==> config.mk <==
export PLATFORM = sky130hd
export DESIGN_NAME = regex_quantifier_parser
export DESIGN_NICKNAME = d
export VERILOG_FILES = /design/src/design/rqp_pkg.sv /design/src/design/regex_quantifier_parser.sv /design/src/design/rqp_sat_acc.sv /design/src/design/rqp_step.sv
export SDC_FILE = /design/constraint.sdc
export NUM_CORES = 1
export LEC_CHECK = 0
export ABC_AREA = 1
export BUFFER_PORTS_ARGS = -buffer_cell sky130_fd_sc_hd__buf_2
export CAP_MARGIN = 30
export CORE_ASPECT_RATIO = 0.8
export CORE_UTILIZATION = 25
export CTS_CLUSTER_DIAMETER = 100
export CTS_CLUSTER_SIZE = 25
export DETAILED_ROUTE_END_ITERATION = 10
export PLACE_DENSITY = 0.48
export SKIP_CTS_REPAIR_TIMING = 1
export SLEW_MARGIN = 10
export SYNTH_ARGS = -nofsm -noshare
export SYNTH_HDL_FRONTEND = slang
export SYNTH_SLANG_ARGS = --single-unit
export TNS_END_PERCENT = 10
==> constraint.sdc <==
create_clock -name clk -period 3.85 [get_ports clk]
set_clock_uncertainty 0.15 [all_clocks]
set_input_delay 0.5775 -clock clk [delete_from_list [all_inputs] [get_ports clk]]
set_output_delay 0.5775 -clock clk [all_outputs]
set_load 0.01 [all_outputs]
==> src/design/rqp_pkg.sv <==
// ----------------------------------------------------------------------------
// rqp_pkg - shared types and constants for the quantifier parser
// Holds the count limit, the byte codes, the parse phase codes and the
// structs that pass between the step logic and the top level.
// ----------------------------------------------------------------------------
`default_nettype none

package rqp_pkg;

    // Count saturation: counts stop at COUNT_LIMIT-1, COUNT_LIMIT = unbounded
    localparam int COUNT_LIMIT = 65535;
    localparam int ACC_W       = $clog2(COUNT_LIMIT + 1);
    localparam int COUNT_W     = 16;

    typedef logic [ACC_W-1:0]   acc_t;
    typedef logic [COUNT_W-1:0] count_t;

    localparam acc_t ACC_UNBOUNDED = acc_t'(COUNT_LIMIT);
    localparam acc_t ACC_CAP       = acc_t'(COUNT_LIMIT - 1);

    // Pattern bytes
    localparam logic [7:0] CH_STAR   = 8'h2A;
    localparam logic [7:0] CH_PLUS   = 8'h2B;
    localparam logic [7:0] CH_QMARK  = 8'h3F;
    localparam logic [7:0] CH_LBRACE = 8'h7B;
    localparam logic [7:0] CH_RBRACE = 8'h7D;
    localparam logic [7:0] CH_COMMA  = 8'h2C;
    localparam logic [7:0] CH_ZERO   = 8'h30;
    localparam logic [7:0] CH_NINE   = 8'h39;

    // Parse phases
    localparam logic [2:0] PH_IDLE          = 3'd0;
    localparam logic [2:0] PH_LAZY          = 3'd1;
    localparam logic [2:0] PH_MIN           = 3'd2;
    localparam logic [2:0] PH_MAX_AFTER_MIN = 3'd3;
    localparam logic [2:0] PH_MAX_NO_MIN    = 3'd4;

    // Result status
    localparam logic [1:0] ST_NONE = 2'd0;
    localparam logic [1:0] ST_OK   = 2'd1;
    localparam logic [1:0] ST_ERR  = 2'd2;

    typedef struct packed {
        logic [2:0] phase;
        acc_t       min_acc;
        acc_t       max_acc;
        logic       digits_seen;
    } parse_st_t;

    typedef struct packed {
        logic [1:0] status;
        logic       lazy;
        count_t     min_count;
        count_t     max_count;
        logic       consumed;
    } parse_res_t;

    localparam parse_st_t ST_RESET = '{
        phase:       PH_IDLE,
        min_acc:     '0,
        max_acc:     ACC_UNBOUNDED,
        digits_seen: 1'b0
    };

    // Zero-extend or truncate an accumulator to the 16-bit result width
    function automatic count_t to_count(input acc_t acc);
        logic [ACC_W+COUNT_W-1:0] ext;
        ext = {{COUNT_W{1'b0}}, acc};
        return ext[COUNT_W-1:0];
    endfunction

endpackage

`default_nettype wire

==> src/design/regex_quantifier_parser.sv <==
// ----------------------------------------------------------------------------
// regex_quantifier_parser - streaming regex quantifier parser
// Reads pattern bytes one per item from a quantifier position and reports
// no quantifier, a parsed quantifier (lazy, min, max) or a syntax error.
// ----------------------------------------------------------------------------
//
//   channel | signals                                          | direction
//   --------+--------------------------------------------------+----------
//   in      | in_valid, in_ready, char_byte                     | into block
//   out     | out_valid, out_ready, status, lazy, min_count,    | out of block
//           | max_count, byte_consumed                          |
//
// Cycles: one item per cycle sustained while the output is not stalled; a
//   result reaches the output through the input register and then the result
//   register: the byte that ends the quantifier sits in the input register, and
//   the combinational parse step fills the result register when it advances.
// Reset: rst_n clears the parse state to idle and empties both registers.
// Stalls: while a result waits in the output register and out_ready is low,
//   the held input item stays put and in_ready drops once it is occupied.
// ----------------------------------------------------------------------------
`default_nettype none

module regex_quantifier_parser
    import rqp_pkg::*;
(
    input  wire logic         clk,
    input  wire logic         rst_n,
    input  wire logic         in_valid,
    output logic              in_ready,
    input  wire logic [7:0]   char_byte,
    output logic              out_valid,
    input  wire logic         out_ready,
    output logic [1:0]        status,
    output logic              lazy,
    output logic [COUNT_W-1:0] min_count,
    output logic [COUNT_W-1:0] max_count,
    output logic              byte_consumed
);

    // Input register
    logic       in_valid_reg;
    logic       in_valid_next;
    logic [7:0] char_reg;

    // Parse state
    parse_st_t  st_reg;
    parse_st_t  st_step;

    // Result register
    logic       out_valid_reg;
    logic       out_valid_next;
    parse_res_t res_reg;
    parse_res_t res_step;
    logic       emit;

    logic       advance;
    logic       in_take;

    // Advance the held item when the result slot is free or being emptied
    assign advance  = in_valid_reg && (!out_valid_reg || out_ready);
    assign in_ready = !in_valid_reg || advance;
    assign in_take  = in_valid && in_ready;

    rqp_step u_step (
        .st      (st_reg),
        .char_in (char_reg),
        .st_next (st_step),
        .emit    (emit),
        .res     (res_step)
    );

    always_comb
    begin
        in_valid_next = in_take || (in_valid_reg && !advance);
        priority if (advance && emit)
        begin
            out_valid_next = 1'b1;
        end
        else if (out_ready)
        begin
            out_valid_next = 1'b0;
        end
        else
        begin
            out_valid_next = out_valid_reg;
        end
    end

    always_ff @(posedge clk or negedge rst_n)
    begin
        if (!rst_n)
        begin
            in_valid_reg  <= 1'b0;
            out_valid_reg <= 1'b0;
            st_reg        <= ST_RESET;
        end
        else
        begin
            in_valid_reg  <= in_valid_next;
            out_valid_reg <= out_valid_next;
            if (advance)
            begin
                st_reg <= st_step;
            end
        end
    end

    // Payload registers: no reset needed
    always_ff @(posedge clk)
    begin
        if (in_take)
        begin
            char_reg <= char_byte;
        end
        if (advance && emit)
        begin
            res_reg <= res_step;
        end
    end

    assign out_valid     = out_valid_reg;
    assign status        = res_reg.status;
    assign lazy          = res_reg.lazy;
    assign min_count     = res_reg.min_count;
    assign max_count     = res_reg.max_count;
    assign byte_consumed = res_reg.consumed;

    // A shown result never carries the unused status code
    a_status_legal: assert property (@(posedge clk) disable iff (!rst_n)
        out_valid_reg |-> (res_reg.status == ST_NONE || res_reg.status == ST_OK
                           || res_reg.status == ST_ERR))
        else $error("result status out of range");

    // Only a parsed quantifier carries counts or a lazy flag
    a_zero_fields: assert property (@(posedge clk) disable iff (!rst_n)
        (out_valid_reg && res_reg.status != ST_OK) |->
            (!res_reg.lazy && res_reg.min_count == '0
             && res_reg.max_count == '0 && !res_reg.consumed))
        else $error("non-quantifier result carries data");

    // A byte is consumed at the end only as the lazy question mark
    a_consumed_lazy: assert property (@(posedge clk) disable iff (!rst_n)
        (out_valid_reg && res_reg.consumed) |-> (res_reg.lazy && res_reg.status == ST_OK))
        else $error("consumed byte without lazy flag");

    // Idle phase always holds the cleared accumulators
    a_idle_clean: assert property (@(posedge clk) disable iff (!rst_n)
        (st_reg.phase == PH_IDLE) |->
            (st_reg.min_acc == '0 && st_reg.max_acc == ACC_UNBOUNDED
             && !st_reg.digits_seen))
        else $error("idle phase with stale accumulators");

    // An emitted result enters the output register on the next edge
    a_emit_lands: assert property (@(posedge clk) disable iff (!rst_n)
        (advance && emit) |=> out_valid_reg)
        else $error("emitted result lost");

endmodule

`default_nettype wire

==> src/design/rqp_sat_acc.sv <==
// ----------------------------------------------------------------------------
// rqp_sat_acc - saturating decimal accumulator
// Computes acc*10 + digit, clamped to the count cap.
// ----------------------------------------------------------------------------
`default_nettype none

module rqp_sat_acc
    import rqp_pkg::*;
(
    input  wire acc_t       acc_in,
    input  wire logic [3:0] digit,
    output acc_t            acc_out
);

    localparam int PW = ACC_W + 4;

    logic [PW-1:0] base;
    logic [PW-1:0] prod;

    always_comb
    begin
        base = (acc_in > ACC_CAP) ? PW'(ACC_CAP) : PW'(acc_in);
        // times ten as two shifts and an add
        prod = (base << 3) + (base << 1) + PW'(digit);
        acc_out = (prod > PW'(ACC_CAP)) ? ACC_CAP : prod[ACC_W-1:0];
    end

endmodule

`default_nettype wire

==> src/design/rqp_step.sv <==
// ----------------------------------------------------------------------------
// rqp_step - one-byte parse step
// Next parse state and optional result for one pattern byte.
// ----------------------------------------------------------------------------
`default_nettype none

module rqp_step
    import rqp_pkg::*;
(
    input  wire parse_st_t  st,
    input  wire logic [7:0] char_in,
    output parse_st_t       st_next,
    output logic            emit,
    output parse_res_t      res
);

    logic is_digit;
    acc_t acc_src;
    acc_t acc_new;

    assign is_digit = (char_in >= CH_ZERO) && (char_in <= CH_NINE);
    // Only one count grows per byte: min in the min phase, max otherwise
    assign acc_src  = (st.phase == PH_MIN) ? st.min_acc : st.max_acc;

    rqp_sat_acc u_acc (
        .acc_in  (acc_src),
        .digit   (char_in[3:0]),
        .acc_out (acc_new)
    );

    always_comb
    begin
        st_next = st;
        emit    = 1'b0;
        res     = '0;
        unique case (st.phase)
            PH_LAZY:
            begin
                emit          = 1'b1;
                res.status    = ST_OK;
                res.lazy      = (char_in == CH_QMARK);
                res.consumed  = (char_in == CH_QMARK);
                res.min_count = to_count(st.min_acc);
                res.max_count = to_count(st.max_acc);
                st_next       = ST_RESET;
            end
            PH_MIN:
            begin
                priority if (is_digit)
                begin
                    st_next.min_acc     = acc_new;
                    st_next.digits_seen = 1'b1;
                end
                else if (char_in == CH_RBRACE)
                begin
                    if (st.digits_seen)
                    begin
                        st_next.max_acc = st.min_acc;
                    end
                    else
                    begin
                        st_next.min_acc = '0;
                        st_next.max_acc = ACC_UNBOUNDED;
                    end
                    st_next.phase = PH_LAZY;
                end
                else if (char_in == CH_COMMA)
                begin
                    st_next.phase = st.digits_seen ? PH_MAX_AFTER_MIN : PH_MAX_NO_MIN;
                    if (!st.digits_seen)
                    begin
                        st_next.min_acc = '0;
                    end
                    st_next.max_acc     = '0;
                    st_next.digits_seen = 1'b0;
                end
                else
                begin
                    emit       = 1'b1;
                    res.status = ST_ERR;
                    st_next    = ST_RESET;
                end
            end
            PH_MAX_AFTER_MIN, PH_MAX_NO_MIN:
            begin
                priority if (is_digit)
                begin
                    st_next.max_acc     = acc_new;
                    st_next.digits_seen = 1'b1;
                end
                else if (char_in == CH_RBRACE && !st.digits_seen
                         && st.phase == PH_MAX_NO_MIN)
                begin
                    // "{,}" has no bound at all
                    emit       = 1'b1;
                    res.status = ST_ERR;
                    st_next    = ST_RESET;
                end
                else if (char_in == CH_RBRACE)
                begin
                    if (!st.digits_seen)
                    begin
                        st_next.max_acc = ACC_UNBOUNDED;
                    end
                    st_next.phase = PH_LAZY;
                end
                else
                begin
                    emit       = 1'b1;
                    res.status = ST_ERR;
                    st_next    = ST_RESET;
                end
            end
            default:
            begin
                // idle and unused codes
                st_next = ST_RESET;
                priority if (char_in == CH_STAR)
                begin
                    st_next.phase = PH_LAZY;
                end
                else if (char_in == CH_PLUS)
                begin
                    st_next.min_acc = acc_t'(1);
                    st_next.phase   = PH_LAZY;
                end
                else if (char_in == CH_QMARK)
                begin
                    st_next.max_acc = acc_t'(1);
                    st_next.phase   = PH_LAZY;
                end
                else if (char_in == CH_LBRACE)
                begin
                    st_next.phase = PH_MIN;
                end
                else
                begin
                    emit       = 1'b1;
                    res.status = ST_NONE;
                end
            end
        endcase
    end

endmodule

`default_nettype wire
==> flow_summary.json, run 1 <==
{
  "synth_area_um2": 5400,
  "clock-root-buffer": "clkbuf_16",
  "ys_seq_area_frac": 0.419,
  "rsz0062_at_grt": "yes",
  "worst_r2r_endpoint": "st_reg[6]$_DFFE_PN1P_",
  "avgSynthCellArea_um2": 7.41,
  "critical_path_class": "flip-flop to flip-flop",
  "io_buffers": 49,
  "status": "finished, violations left",
  "cap_viol_max_count": 0,
  "nets": 928,
  "dp_hpwl_um": 12700,
  "wl_per_cell_um": 15.2,
  "drc": 3,
  "setup_slack_ns": -0.223,
  "cp.required_ns": 3.97,
  "yosys_warnings": 0,
  "area_growth_pct": 39.4,
  "clk-insertion-delay-late_ns": 0.35,
  "grt_start_max_net_pins": 39,
  "finalCritPeriodShare": 1.06,
  "drt_iter0_drc": 473,
  "drive_above_1_share": 0.354,
  "grt_pass1_vias": 4722,
  "clk_pin_slew_ns": 0.07,
  "cts_htree_levels": 3,
  "violations": "design-rule violations, negative setup slack",
  "setup_tns_ns": -5.07,
  "final_common_cell": "inv_1",
  "reg2reg_slack_ns": -0.22,
  "tightest_slew_ns": 0.727,
  "final_max_slew_viol_count": 0,
  "grt_overflow": 0,
  "dieArea_um2": 22200,
  "cp_common_cell": "nand2_2",
  "max_freq_mhz": 246,
  "hp-class": "input pin to async pin",
  "path_buf_inv": 5,
  "antenna_left": 0,
  "totalWireLength_um": 17600,
  "cp.arrival_ns": 4.19,
  "cp_slowest_stage_delay_ns": 0.41,
  "cts_inserted_buffers": 9,
  "hold_viol": 0,
  "netlist_instances": 729,
  "timing.rr.start": "st_reg[33]$_DFFE_PN0P_",
  "io_pins": 50,
  "vias": 5302,
  "syn_nets": 773,
  "coreArea_um2": 20900,
  "viasPerCell": 4.58,
  "die_h_um": 133,
  "grt_pass1_wl_um": 26200,
  "rows": 47,
  "clockBufferDepth": 2,
  "antennaDiodeCount": 0,
  "slowest_stage": "dfrtp_1",
  "firstDrtPassIters": 9,
  "startpoint_type": "flip-flop",
  "slew_headroom": 0.514,
  "cp_max_fo": 7,
  "cts.sinks": 81,
  "yosysUniqueCellTypes": 37,
  "synth_seq_cells": 81,
  "timing.final.crit_period_ns": 4.07,
  "cp_top_family": "simple AND/OR/NAND/NOR gates",
  "end_kind": "flip-flop",
  "die_w_um": 166,
  "dp_slack_ns": -0.254,
  "initial_utilization": 0.258,
  "antenna_found_initial": 0,
  "setup_violations": 32,
  "cts_tree": "built",
  "globalRouteTotalUtil": 0.153,
  "place_congestion": 0.870,
  "largest_reg_flops": 36,
  "r2r_cells": 30,
  "final_cell_mix": "inv_1 (111), nand2_1 (110), buf_4 (108)"
}
worst register-to-register path: cells and delay by family (launching register included):
kind | cells | cell delay, ns
buf+inv | 5 | 0.66
flops | 1 | 0.41
simple gates | 20 | 1.77
fa+ha+maj | 2 | 0.61
compound gates | 3 | 0.40
cells in the mapped netlist:
cell | number | share of area
nand3_1 | 60 | 0.056
o21ai_0 | 29 | 0.027
dfstp_2 | 16 | 0.078
inv_2 | 1 | 0.00069
nand3b_1 | 2 | 0.0028
o22ai_1 | 14 | 0.016
a21oi_1 | 47 | 0.044
o21ai_1 | 7 | 0.0065
nor3b_1 | 1 | 0.0014
fa_1 | 1 | 0.0037
a22oi_1 | 2 | 0.0028
edfxtp_1 | 43 | 0.24
nor2_1 | 101 | 0.070
nand4_1 | 10 | 0.012
clkbuf_1 | 13 | 0.0090
buf_2 | 3 | 0.0028
a21boi_0 | 1 | 0.0014
buf_6 | 3 | 0.0063
o21bai_1 | 2 | 0.0028
nand2_1 | 161 | 0.11
nand2_2 | 5 | 0.0058
dfrtp_1 | 22 | 0.10
inv_1 | 115 | 0.080
nand3_2 | 1 | 0.0019
o31ai_1 | 1 | 0.0014
nor3_1 | 19 | 0.018
xnor2_1 | 1 | 0.0016
nand3_4 | 1 | 0.0032
nor2_2 | 2 | 0.0023
a41oi_1 | 1 | 0.0016
or2_2 | 4 | 0.0046
nor3_2 | 1 | 0.0019
nor2_4 | 2 | 0.0042
buf_1 | 1 | 0.00069
ha_1 | 31 | 0.072
a31oi_1 | 2 | 0.0023
buf_4 | 3 | 0.0042
cell type report:
type                       instances  area, um2
sequential                        81       2260
inverter                         116        435
tap                              269        337
multi-input combinational        509       2930
fill                            2230      13400
clock buffer                       9        225
clock inverter                     7       77.6
timing repair buffer             167       1260
metal layers:
metal | global-route usage | vias up | wire length, um
li1 | - | 2692 | -
met1 | 0.241 | 2420 | 9070
met2 | 0.208 | 172 | 7120
met3 | 0.0324 | 18 | 1250
met4 | 0.0350 | 0 | 186
met5 | 0 | - | 0
how the worst max path moves through the flow:
stage / from / endpoint / slack, ns / cells past startpoint
after global routing: st_reg[33]$_DFFE_PN0P_ / st_reg[4]$_DFFE_PN1P_ / -0.46 / 31
after detailed placement: st_reg[35]$_DFFE_PN0P_ / st_reg[3]$_DFFE_PN1P_ / -0.25 / 29
after floorplan: st_reg[35]$_DFFE_PN0P_ / st_reg[22]$_DFFE_PN0P_ / 0.07 / 28
after CTS: st_reg[35]$_DFFE_PN0P_ / st_reg[3]$_DFFE_PN1P_ / -0.28 / 29
final: st_reg[33]$_DFFE_PN0P_ / st_reg[6]$_DFFE_PN1P_ / -0.22 / 30
after global placement: st_reg[35]$_DFFE_PN0P_ / st_reg[3]$_DFFE_PN1P_ / -0.24 / 31
through the flow:
step	area, um2	std cells	utilization	hold slack, ns
2_1_floorplan	5400	729	-	0.132
3_3_place_gp	6630	1123	0.317	0.338
3_5_place_dp	6630	1123	0.317	0.342
4_1_cts	6930	1139	0.331	0.242
5_1_grt	7530	1158	0.360	0.0989
6_report	7530	1158	0.360	0.0732
cell families (layout without fill, tap and decap cells):
kind of cell,count (synthesis),in the layout,synth area share
AND/OR/NAND/NOR,370,370,0.295
buffers and inverters,139,299,0.104
flip-flops,81,81,0.419
AO/OA/AOI/OAI,106,106,0.105
adder cells (fa/ha/maj),32,32,0.0755
XOR/XNOR,1,1,0.00162
Power of run 1 is not shown: default switching activity piles up to over one toggle a cycle in this logic, so the estimate is an artifact.
==> run 2: changes to the inputs <==
Settings changed: CORE_MARGIN set to 4, MAX_ROUTING_LAYER set to met4.
==> run 2 against run 1 <==
  * Sequential share of layout area up 0.37 points
  * The flow finishes with violations (negative setup slack)
  * Non-clock buffer count shrank 8
  * Die area increased by 8.3%
  * Worst hold slack improved by 0.17 ns
  * Critical path depth shrank 1
  * Final cell count decreased by 0.69%
  * Core utilization fell by 0.44 points
  * Largest cell class unchanged
  * Global-route usage is 0.63 points lower
==> flow_summary.json, run 2 (same netlist as run 1, synthesis figures left out) <==
{
  "status": "finished, violations left",
  "violations": "negative setup slack",
  "slew_headroom": 0.510,
  "die_w_um": 172,
  "grt_pass1_vias": 4896,
  "r2r_cells": 29,
  "max_freq_mhz": 249,
  "largest_reg_flops": 36,
  "cp.required_ns": 3.99,
  "viasPerCell": 4.63,
  "totalWireLength_um": 17300,
  "holdPathStages": 1,
  "clk-insertion-delay-late_ns": 0.36,
  "clock-root-buffer": "clkbuf_16",
  "startpoint_type": "flip-flop",
  "drc": 0,
  "hp-class": "input pin to flip-flop",
  "critical_path_class": "flip-flop to flip-flop",
  "slowest_stage": "dfrtp_1",
  "wl_per_cell_um": 15.1,
  "final_cell_mix": "nand2_1 (125), inv_1 (113), nor2_1 (95), buf_4 (95)",
  "end_kind": "flip-flop",
  "grt_start_max_net_pins": 36,
  "area_growth_pct": 37.7,
  "rsz0062_at_grt": "yes",
  "cts_inserted_buffers": 9,
  "cp_slowest_stage_delay_ns": 0.41,
  "coreArea_um2": 20900,
  "setup_tns_ns": -3.89,
  "rows": 47,
  "antenna_left": 0,
  "drive_above_1_share": 0.312,
  "final_common_cell": "nand2_1",
  "io_buffers": 49,
  "setup_slack_ns": -0.172,
  "clockBufferDepth": 2,
  "hold_viol": 0,
  "cp_max_fo": 7,
  "cts_tree": "built",
  "cts_htree_levels": 3,
  "vias": 5330,
  "globalRouteTotalUtil": 0.147,
  "grt_pass1_wl_um": 27100,
  "dieArea_um2": 24000,
  "cp.arrival_ns": 4.16,
  "drt_iter0_drc": 350,
  "die_h_um": 139,
  "clk_pin_slew_ns": 0.07,
  "setup_violations": 30,
  "initial_utilization": 0.258,
  "antennaDiodeCount": 0,
  "cp_common_cell": "nand2_1",
  "cap_viol_max_count": 0,
  "nets": 920,
  "place_congestion": 0.868,
  "io_pins": 50,
  "antenna_found_initial": 0,
  "firstDrtPassIters": 4,
  "grt_overflow": 0,
  "tightest_slew_ns": 0.734,
  "cts.sinks": 81,
  "finalCritPeriodShare": 1.04,
  "final_max_slew_viol_count": 0,
  "timing.final.crit_period_ns": 4.02,
  "dp_hpwl_um": 12800
}
-- run 2: cell count changes in the layout (fill, tap and decap cells not counted), sizes merged --
cell	change
dlygate4sd3	+1
inv	+1
clkbuf	-1
clkinv	-1
buf	-8
-- run 2: path summary, 6_finish.rpt --
path	from	end	slack [ns]
setup reg to reg	st_reg[33]$_DFFE_PN0P_	st_reg[15]$_DFFE_PN1P_	-0.17
setup / recovery	st_reg[33]$_DFFE_PN0P_	st_reg[15]$_DFFE_PN1P_	-0.17
min in group asynchronous	rst_n	st_reg[18]$_DFFE_PN0P_	0.50
hold reg to reg	st_reg[13]$_DFFE_PN1P_	st_reg[13]$_DFFE_PN1P_	0.36
max in group asynchronous	rst_n	st_reg[11]$_DFFE_PN1P_	2.49
hold / removal	char_byte[5]	char_reg[5]$_DFFE_PP_	0.25
-- run 2: critical path, delay by kind of cell (launching register included) --
family	cells	cell delay, ns
AOI/OAI and AO/OA	2	0.23
xor gates and xnor gates	1	0.11
adders and majority gates	2	0.60
buffers and inverters	4	0.52
DFF	1	0.41
and+or+nand+nor	20	1.95
-- run 2: routing by layer --
metal	part of all wire	global-route usage
met1	0.53	0.234
met2	0.40	0.192
met3	0.060	0.0269
met4	0.0084	0.0273
met5	0	-
-- run 2: layout make-up --
cell class | instances | area (um2)
Multi-Input combinational cell | 509 | 2880
Clock inverter | 7 | 83.8
Sequential cell | 81 | 2260
Fill cell | 2250 | 13500
Tap cell | 269 | 337
Timing Repair Buffer | 159 | 1210
Clock buffer | 9 | 225
Inverter | 116 | 435
-- run 2: metrics by stage --
step | utilization | instance area [um2] | cells | hold WS [ns] | setup slack (ns)
finish | 0.355 | 7440 | 1150 | 0.247 | -0.172
global route | 0.355 | 7440 | 1150 | 0.246 | -0.431
CTS | 0.331 | 6930 | 1135 | -0.0333 | -0.311
detailed placement | 0.316 | 6620 | 1119 | 0.344 | -0.278
global placement | 0.315 | 6600 | 1118 | 0.343 | -0.242
floorplan | - | 5400 | 729 | 0.132 | 0.0748
Power of run 2 is left out for the same reason.
